--- src/rtl/ilidg_pkg.sv ---
package ilidg_pkg;

	localparam int unsigned MODE_BITS   = 3;
	localparam int unsigned INDEX_BITS  = 8;
	localparam int unsigned WORD_BITS   = 32;
	localparam int unsigned LENGTH_BITS = 7;

	// operation codes; the remaining codes do nothing
	typedef enum logic [MODE_BITS-1:0] {
		MODE_READ       = 3'd0,
		MODE_INS_FRONT  = 3'd1,
		MODE_APPEND     = 3'd2,
		MODE_INS_BEFORE = 3'd3,
		MODE_DELETE     = 3'd4
	} mode_t;

	typedef struct packed {
		logic [MODE_BITS-1:0]         mode;
		logic [INDEX_BITS-1:0]        index;
		logic signed [WORD_BITS-1:0]  value;
	} in_word_t;

	typedef struct packed {
		logic signed [WORD_BITS-1:0]  read_value;
		logic                         ok;
		logic [LENGTH_BITS-1:0]       length;
	} out_word_t;

	// shift command broadcast along the row of cells
	typedef struct packed {
		logic ins;
		logic del;
	} cell_ctl_t;

endpackage

--- src/rtl/ilidg_cell.sv ---
module ilidg_cell import ilidg_pkg::*; #(
	parameter int unsigned POS        = 0,
	parameter int unsigned POS_BITS   = 8,
	parameter int unsigned VALUE_BITS = 32
) (
	input  logic                         clk,
	input  cell_ctl_t                    ctl,
	input  logic [POS_BITS-1:0]          pos,
	input  logic [POS_BITS-1:0]          rd_pos,
	input  logic signed [VALUE_BITS-1:0] wr_val,
	input  logic signed [VALUE_BITS-1:0] left_val,
	input  logic signed [VALUE_BITS-1:0] right_val,
	output logic signed [VALUE_BITS-1:0] val,
	output logic signed [VALUE_BITS-1:0] rd_val
);

	localparam logic [POS_BITS-1:0] MY_POS = POS_BITS'(POS);

	logic signed [VALUE_BITS-1:0] val_q;

	// payload only, no reset
	always_ff @(posedge clk) begin
		if (ctl.ins) begin
			if (MY_POS == pos) begin
				val_q <= wr_val;
			end else if (MY_POS > pos) begin
				val_q <= left_val;
			end
		end else if (ctl.del) begin
			if (MY_POS >= pos) begin
				val_q <= right_val;
			end
		end
	end

	assign val    = val_q;
	assign rd_val = (rd_pos == MY_POS) ? val_q : '0;

endmodule

--- config.mk ---
export PLATFORM = sky130hd
export DESIGN_NAME = ilidg_cell
export DESIGN_NICKNAME = d
export VERILOG_FILES = /design/src/rtl/ilidg_pkg.sv /design/src/rtl/ilidg_cell.sv
export SDC_FILE = /design/constraint.sdc
export NUM_CORES = 1
export LEC_CHECK = 0
export BUFFER_PORTS_ARGS = -buffer_cell sky130_fd_sc_hd__buf_2
export CORE_ASPECT_RATIO = 1.5
export CORE_MARGIN = 10
export CORE_UTILIZATION = 38
export CTS_CLUSTER_DIAMETER = 50
export DETAILED_ROUTE_END_ITERATION = 7
export PLACE_DENSITY = 0.9
export SLEW_MARGIN = 20
export SYNTH_ARGS = -nofsm -noshare
export SYNTH_HDL_FRONTEND = slang
export SYNTH_SLANG_ARGS = --single-unit
--- constraint.sdc ---
create_clock -name clk -period 5.65 [get_ports clk]
set_input_delay 1.13 -clock clk [delete_from_list [all_inputs] [get_ports clk]]
set_output_delay 1.13 -clock clk [all_outputs]
set_load 0.01 [all_outputs]
## After elaboration in Yosys (flattened, before gate mapping)

Cells that the tools add are included.

- Magnitude comparators: 2
- Eq/ne operators: 1
- Multiplexer cells: 6
- Reductions and logical operators: 5

Operators by type and width:

| kind | count |
|---|---|
| 32-bit 2-to-1 mux | 6 |
| 8-bit zero test | 2 |
| 1-bit by 8-bit >= comparator with 1-bit output (first input constant) | 1 |
| 1-bit by 8-bit > comparator with 1-bit output (first input constant) | 1 |
| 2-bit nonzero test | 2 |
| 3-bit by 1-bit inequality test with 1-bit output (second input constant) | 1 |
| 3-bit AND reduction | 1 |

- Bits in registers: 32
- Input port bits: 115
- Output and inout port bits: 64
- Logic and storage cells: 15

## Logic depth before layout (Yosys ltp)

Gate-level depths: netlist of run 1.

- Depth in word-level cells: 4
- Gate-level depth with buffers: 4
- Depth with buffers taken out: 3

## Worst setup path after synthesis of run 1

OpenSTA, ideal clock, no wires.

- Path type: input port to flip-flop
- From: input port pos[3]
- To: register val_q[0] (netlist: val[0]) (enable)
- Library setup time: 461 ps
- Arrival time: 4125 ps
- Data required time: 5189 ps
- Path slack: 1064 ps
- Cell stages on the path: 3
- Path buffers: 1
- Cells stage by stage: or4_4 clkbuf_2 nor3_1

- Cells in the longest elaborated chain, start to end: 3
- Elaborated cells between the ends (all ways): 6
- Classes of those cells: order compare (2); eq/ne (1); reduce/logical (3)

Ends and longest elaborated chain:

| element | line | text |
|---|---|---|
| from (decl) | ilidg_cell.sv:8 | `input logic [POS_BITS-1:0] pos,` |
| 1-bit by 8-bit > comparator with 1-bit output (tied with other cells) | ilidg_cell.sv:26 | `end else if (MY_POS > pos) begin` |
| 3-bit by 1-bit inequality test with 1-bit output (no line) or 2-bit nonzero test (tied branches) | -- |  |
| 3-bit AND reduction (no line) * | -- |  |
| to (signal assigned) | ilidg_cell.sv:25 | `val_q <= wr_val;` |
| to (signal assigned) | ilidg_cell.sv:27 | `val_q <= left_val;` |
| to (signal assigned) | ilidg_cell.sv:31 | `val_q <= right_val;` |
| to (decl) | ilidg_cell.sv:19 | `logic signed [VALUE_BITS-1:0] val_q;` |

Mark *: on every way between the ends. The rest lies on a longest branch, timed or not.
A chain may end at the register's enable or synchronous reset.

## Worst setup path in the final report of run 1

- From: input port rd_pos[5]
- To: output port rd_val[2]

- Cells in the longest elaborated chain, start to end: 2

Ends and longest elaborated chain:

| element | line | text |
|---|---|---|
| from (decl) | ilidg_cell.sv:9 | `input logic [POS_BITS-1:0] rd_pos,` |
| 8-bit zero test | ilidg_cell.sv:37 | `assign rd_val = (rd_pos == MY_POS) ? val_q : '0;` |
| 32-bit 2-to-1 mux | ilidg_cell.sv:37 |  |
| to (decl) | ilidg_cell.sv:14 | `output logic signed [VALUE_BITS-1:0] rd_val` |

Every way passes these cells.

==> results of run 1 <==
[cells in the final DEF (no fill, tap or decap)]
master,instances
o21ai_1,29
nor4_4,2
clkinv_1,1
o21ai_0,3
a31oi_1,32
edfxtp_1,32
or4_4,3
nand3_1,32
nor3_2,1
buf_2,178
clkinvlp_4,2
nor2_4,1
nor2_1,33
or4_1,1
and2_1,32
clkbuf_8,5
buf_4,4
[cells by family (layout without fill, tap and decap cells)]
| logic type | count (synthesis) | in the layout | share of synthesized area |
|---|---|---|---|
| and+or+nand+nor | 105 | 105 | 0.280 |
| AOI/OAI and AO/OA | 64 | 64 | 0.178 |
| DFF | 32 | 32 | 0.474 |
| buffers and inverters | 22 | 190 | 0.0685 |
[cell type report]
class                           count  area [µm²]  share of cell area
Clock inverter                      3        18.8             0.00625
Multi-Input combinational cell    169         950               0.316
Clock buffer                        5        68.8              0.0229
Tap cell                           68        85.1              0.0283
Sequential cell                    32         961               0.320
Timing Repair Buffer              182         921               0.307
[metrics by stage]
step	power [mW]	instance area, µm²	cells	worst slack, ns	hold slack (ns)
3_5_place_dp	0.354	2920	451	1.95	1.48
3_3_place_gp	0.351	2920	451	2.00	1.47
4_1_cts	0.521	3000	459	1.95	1.19
5_1_grt	0.545	3000	459	1.84	1.20
6_report	0.517	3000	459	1.95	1.19
2_1_floorplan	0.305	2030	223	1.06	1.38
[worst max-delay path, delay by kind of cell]
family                 cells  cell delay, ns
and+or+nand+nor            3            1.19
buffers and inverters      2            0.25
[metal layers]
metal | GRT usage | wire length (µm) | vias to the layer above | part of all wire
met1 | 0.173 | 2740 | 1057 | 0.33
li1 | - | - | 1154 | -
met3 | 0.0605 | 736 | 18 | 0.089
met5 | 0 | 0 | - | 0
met2 | 0.334 | 4490 | 136 | 0.55
met4 | 0.0758 | 261 | 0 | 0.032
[worst min-delay path by stage]
stage | startpoint | end | slack [ns]
after floorplan | right_val[10] | val[10] | 1.38
after global placement | right_val[12] | val[12] | 1.47
after detailed placement | right_val[7] | val[7] | 1.48
after CTS | right_val[7] | val[7] | 1.19
after global routing | right_val[7] | val[7] | 1.20
final | right_val[11] | val[11] | 1.19
[where the power goes]
part	switching [mW]	internal (mW)	leakage, nW
clock	0.0832	0.0849	0.0378
sequential	0.000348	0.264	0.298
combinational	0.0419	0.0432	1.03
total	0.125	0.392	1.36
==> metrics.txt, run 1 <==
synth warn 0; grt ovf 0; synthesized area 2030 µm²; Hold Path Depth 3; number of H-tree levels 2; Crit path top cell by count buf_2; Final Cycle Share 0.655; routed vias 2,365; #FFs+latches synth 32; fillcell total 468; Seq/Total Area, Yosys 0.474; worst setup path endpoint rd_val[2]; crit path kind in2out; initial antenna violation count 0; Synth-to-Final Area Change 48.2%; Routed Antenna Nets 0; number of global-route vias before repair 2,524; hold-fix buffers at CTS 0; post-CTS sizing 0; Root Driver clkbuf_8; crit path launch type input pin; area of the core 5160 µm²; Syn Area/Cell 9.09 µm²; leakage 1.36 nW; CTS max path bufs 2; nets 505; largest net degree at the start of global routing 39; CP Max Fanout 32; top-count cell post-synth nor2_1; critical path arrival 2.57 ns; DRT Pass-1 Iters 5; final core occ 0.582; Async S/R FF share, synth 0; required time of the critical path 4.52 ns; worst relative slew slack 0.657; postcts setup bufs 0; Yosys top cell by area edfxtp_1; clock slew at reported path FFs 0.07 ns; Via density 5.15; total CTS buffers 5; crit path from rd_pos[5]; Wirelength per Cell 17.9 µm; layout cell share with drive strength beyond 1 0.501; flip-flop count of the largest register after layout 32; Post-synth top flop edfxtp_1; critical path's slowest cell or4_4; post-layout minimum cycle time 3.70 ns; Final Hold Fails 0; Worst Tran Pin Value 0.513 ns; synth top area cells edfxtp_1 47%, a31oi_1 9.9%, and2_1 9.9%, nand3_1 7.9%, o21ai_1 7.2%; PortBufs 178; CTS tree built; outcome finished clean; Routed Wire Length 8230 µm; Iter 0 DRT Violations 102; VDD IR max 0.0000740 V; final setup vio count 0; post-DP HPWL 6740 µm; CP cell instances buf_2, or4_4, nor2_4, and2_1, buf_2; Tightest Hold Check Type in2reg; CP endpoint kind output port; Synthesized Nets 338; Yosys top cell area share 0.474; Core Rows 32; Post-synth top cells 33 x nor2_1, 32 x a31oi_1, 32 x and2_1, 32 x edfxtp_1, 32 x nand3_1; total track usage 0.179; fmax 270 MHz; I/O pin count 179; max cap viols 0; die footprint 8720 µm²; CP peak stage delay 0.54 ns; Sum Neg Setup Slack 0 ns; DRC viols 0; Power Dens Cells 172 nW/µm²; Distinct cells, synth 16; first-pass GRT wire length 12,500 µm; ANT cells 0; number of synthesized flops with an enable pin 32; RePlAce Congestion 0.828; max-slew violation count 0; Mapped Cells 223; Die Width 79.6 µm; die height 109 µm; unrepaired setup endpoints after global routing no; initial core utilization 0.392; clk sinks 32
(Power assumes the default switching activity.)
==> inputs of run 2 (changes only) <==
Settings changed: CORE_UTILIZATION 38 to 34, PLACE_DENSITY 0.9 to 0.85.
Clock period 5.65 ns to 3 ns, I/O delays scaled along.
==> metrics.txt, run 2 (same netlist as run 1, synthesis figures left out) <==
Synth-to-Final Area Change 49.7%; Die Width 83.0 µm; total track usage 0.161; clock slew at reported path FFs 0.07 ns; max cap viols 0; post-CTS sizing 0; crit path launch type input pin; most common cell after layout, fill and taps aside buf_2; CP Max Fanout 32; Power Dens Cells 319 nW/µm²; post-DP HPWL 6750 µm; Routed Antenna Nets 0; Sum Neg Setup Slack 0 ns; Wirelength per Cell 18.0 µm; CTS max path bufs 2; PortBufs 178; most frequent cells in the layout 178 x buf_2, 33 x nor2_1; hold path start right_val[8]; Final Hold Fails 0; required time of the critical path 2.40 ns; final core occ 0.524; Via density 5.16; number of H-tree levels 2; total CTS buffers 5; DRC viols 0; clk sinks 32; CP endpoint kind output port; final setup vio count 0; VDD IR max 0.000178 V; Final Total Pwr 0.969 mW; initial core utilization 0.350; postcts setup bufs 0; Routed Wire Length 8380 µm; number of global-route vias before repair 2,422; first-pass GRT wire length 12,600 µm; critical path arrival 2.01 ns; Core Rows 34; DRT Pass-1 Iters 4; die height 115 µm; nets 508; dpl cells 458; Worst Tran Pin Value 0.588 ns; area of the core 5790 µm²; initial antenna violation count 1; largest net degree at the start of global routing 65; crit path kind in2out; hold slack final 0.668 ns; fin cells 466; CTS tree built; RePlAce Congestion 0.841; routed vias 2,405; layout cell share with drive strength beyond 1 0.506; Final Cycle Share 0.870; Tightest Hold Check Type in2reg; Root Driver clkbuf_8; grt ovf 0; worst relative slew slack 0.608; fmax 383 MHz; flip-flop count of the largest register after layout 32; outcome finished clean; hold-fix buffers at CTS 0; max-slew violation count 0; crit path from rd_pos[1]; I/O pin count 179; Iter 0 DRT Violations 126; unrepaired setup endpoints after global routing no; leakage 1.38 nW; die footprint 9510 µm²; post-layout minimum cycle time 2.61 ns
run 2: where the power goes:
part / internal [mW] / switching [mW] / total, mW / leakage [nW]
Sequential: 0.497 / 0.000649 / 0.497 / 0.298
Clock: 0.157 / 0.153 / 0.310 / 0.0400
Combinational: 0.0825 / 0.0790 / 0.161 / 1.05
Total: 0.736 / 0.233 / 0.969 / 1.38
run 2: path summary, 6_finish.rpt:
check	slack (ns)	end	cells after the start
setup / recovery	0.39	rd_val[1]	5
hold / removal	0.67	val[8]	3
run 2: through the flow:
stage               setup WS [ns]  area [µm²]
detailed placement          0.376        2950
finish                      0.389        3030
global route                0.251        3030
CTS                         0.376        3030
global placement            0.410        2950
floorplan                   0.403        2040
run 2: layout make-up:
| cell class | count | area [µm²] |
|---|---|---|
| sequential | 32 | 961 |
| antenna | 1 | 2.50 |
| clock inverter | 2 | 12.5 |
| multi-input combinational | 169 | 956 |
| timing repair buffer | 185 | 943 |
| clock buffer | 5 | 68.8 |
| tap | 72 | 90.1 |
| fill | 555 | 2750 |
run 2: metal layers:
metal  part of all wire  GRT usage  routed length [µm]
met5                  0          0                   0
met4              0.027     0.0695                 223
met3              0.072     0.0434                 601
met2               0.54      0.294                4550
met1               0.36      0.169                3010
run 2: worst max-delay path, stage by stage:
cell	delay, ns
buf_2	0.09
or4_1	0.56
nor2_4	0.41
and2_1	0.20
buf_2	0.14
==> inputs of run 3 (changes only) <==
Settings changed: ABC_CLOCK_PERIOD_IN_PS from default to 3270, CORE_UTILIZATION 34 to 41, PLACE_DENSITY 0.85 to 0.95, SLEW_MARGIN 20 to default.
Clock period 3 ns to 3.27 ns, I/O delays scaled along.
==> metrics.txt, run 3 (same netlist as run 1, synthesis figures left out) <==
ANT cells 0; DR WL met2 4720 µm; critical path arrival 2.08 ns; Final Cycle Share 0.837; layout cell share with drive strength beyond 1 0.501; RePlAce Congestion 0.838; DRT Pass-1 Iters 5; hold-fix buffers at CTS 0; number of global-route vias before repair 2,531; Core Rows 31; PortBufs 178; unrepaired setup endpoints after global routing no; post-layout minimum cycle time 2.74 ns; critical path's slowest cell or4_1; area of the core 4810 µm²; Via density 5.36; hold path start right_val[24]; initial antenna violation count 0; crit-path leading delay family simple AND/OR/NAND/NOR gates; wire length on met3 646 µm; nets 505; CP endpoint kind output port; required time of the critical path 2.62 ns; DRC viols 0; most common cell after layout, fill and taps aside buf_2; Power Dens Cells 296 nW/µm²; grt ovf 0; initial core utilization 0.421; most frequent cells in the layout 178 x buf_2, 33 x nor2_1; largest net degree at the start of global routing 65; I/O pin count 179; outcome finished clean; hold endpoint val[24]; max-slew violation count 0; clk sinks 32; sum of buffers and inverters on the critical path 2; Synth-to-Final Area Change 48.1%; postcts setup bufs 0; Hold Path Depth 3; Worst path depth 5; final setup vio count 0; Routed Antenna Nets 0; post-CTS sizing 0; flip-flop count of the largest register after layout 32; leakage 1.38 nW; crit path launch type input pin; post-DP HPWL 6720 µm; total track usage 0.194; Crit path top cell by count buf_2; CP cell instances buf_2, or4_1, nor2_4, and2_1, buf_2; CP peak stage delay 0.56 ns; Root Driver clkbuf_8; clock slew at reported path FFs 0.07 ns; first-pass GRT wire length 13,100 µm; die footprint 8210 µm²; routed vias 2,450; VDD IR max 0.000128 V; CTS max path bufs 2; Die Width 77.4 µm; Sum Neg Setup Slack 0 ns; max cap viols 0; Routed Wire Length 8440 µm; Wirelength per Cell 18.5 µm; Tightest Hold Check Type in2reg; CP Max Fanout 32; pre-CTS setup slack 0.549 ns; CTS tree built; total CTS buffers 5; setup ws final 0.534 ns; number of H-tree levels 2; Worst Tran Pin Value 0.574 ns; crit path kind in2out; die height 106 µm; DR top layer met4; Final Hold Fails 0; Metal-1 WL 2950 µm; fmax 366 MHz; worst relative slew slack 0.617; Iter 0 DRT Violations 129
## run 3: per-stage QoR
stage	area (µm²)	std cells	utilization	hold WS (ns)	power [mW]
finish	3000	457	0.624	0.725	0.889
global route	3000	457	0.624	0.737	0.931
detailed placement	2920	449	0.607	1.00	0.610
global placement	2920	449	0.607	1.00	0.605
floorplan	2030	223	-	0.903	0.527
CTS	3000	457	0.624	0.713	0.898
## run 3: area by class of cell
class                      count  area [µm²]
clock buffer                   5        68.8
clock inverter                 3        13.8
fill                         433        1810
multi-input combinational    169         956
sequential                    32         961
tap                           66        82.6
timing repair buffer         182         921
## run 3: how the worst max path moves through the flow
stage	startpoint	endpoint
after floorplan	pos[3]	val[0]
after global placement	rd_pos[1]	rd_val[23]
after detailed placement	rd_pos[1]	rd_val[2]
after CTS	rd_pos[1]	rd_val[9]
after global routing	rd_pos[1]	rd_val[2]
final	rd_pos[1]	rd_val[9]
## run 3: routing by layer
layer  vias to the layer above  global-route usage
met5                         -                   0
met4                         0              0.0602
met3                        14              0.0489
met2                       156               0.381
met1                      1121               0.191
li1                       1159                   -
## run 3: power breakdown
| part | total [mW] | internal (mW) | switching [mW] |
|---|---|---|---|
| clock | 0.286 | 0.144 | 0.141 |
| sequential | 0.456 | 0.456 | 0.000588 |
| combinational | 0.147 | 0.0747 | 0.0720 |
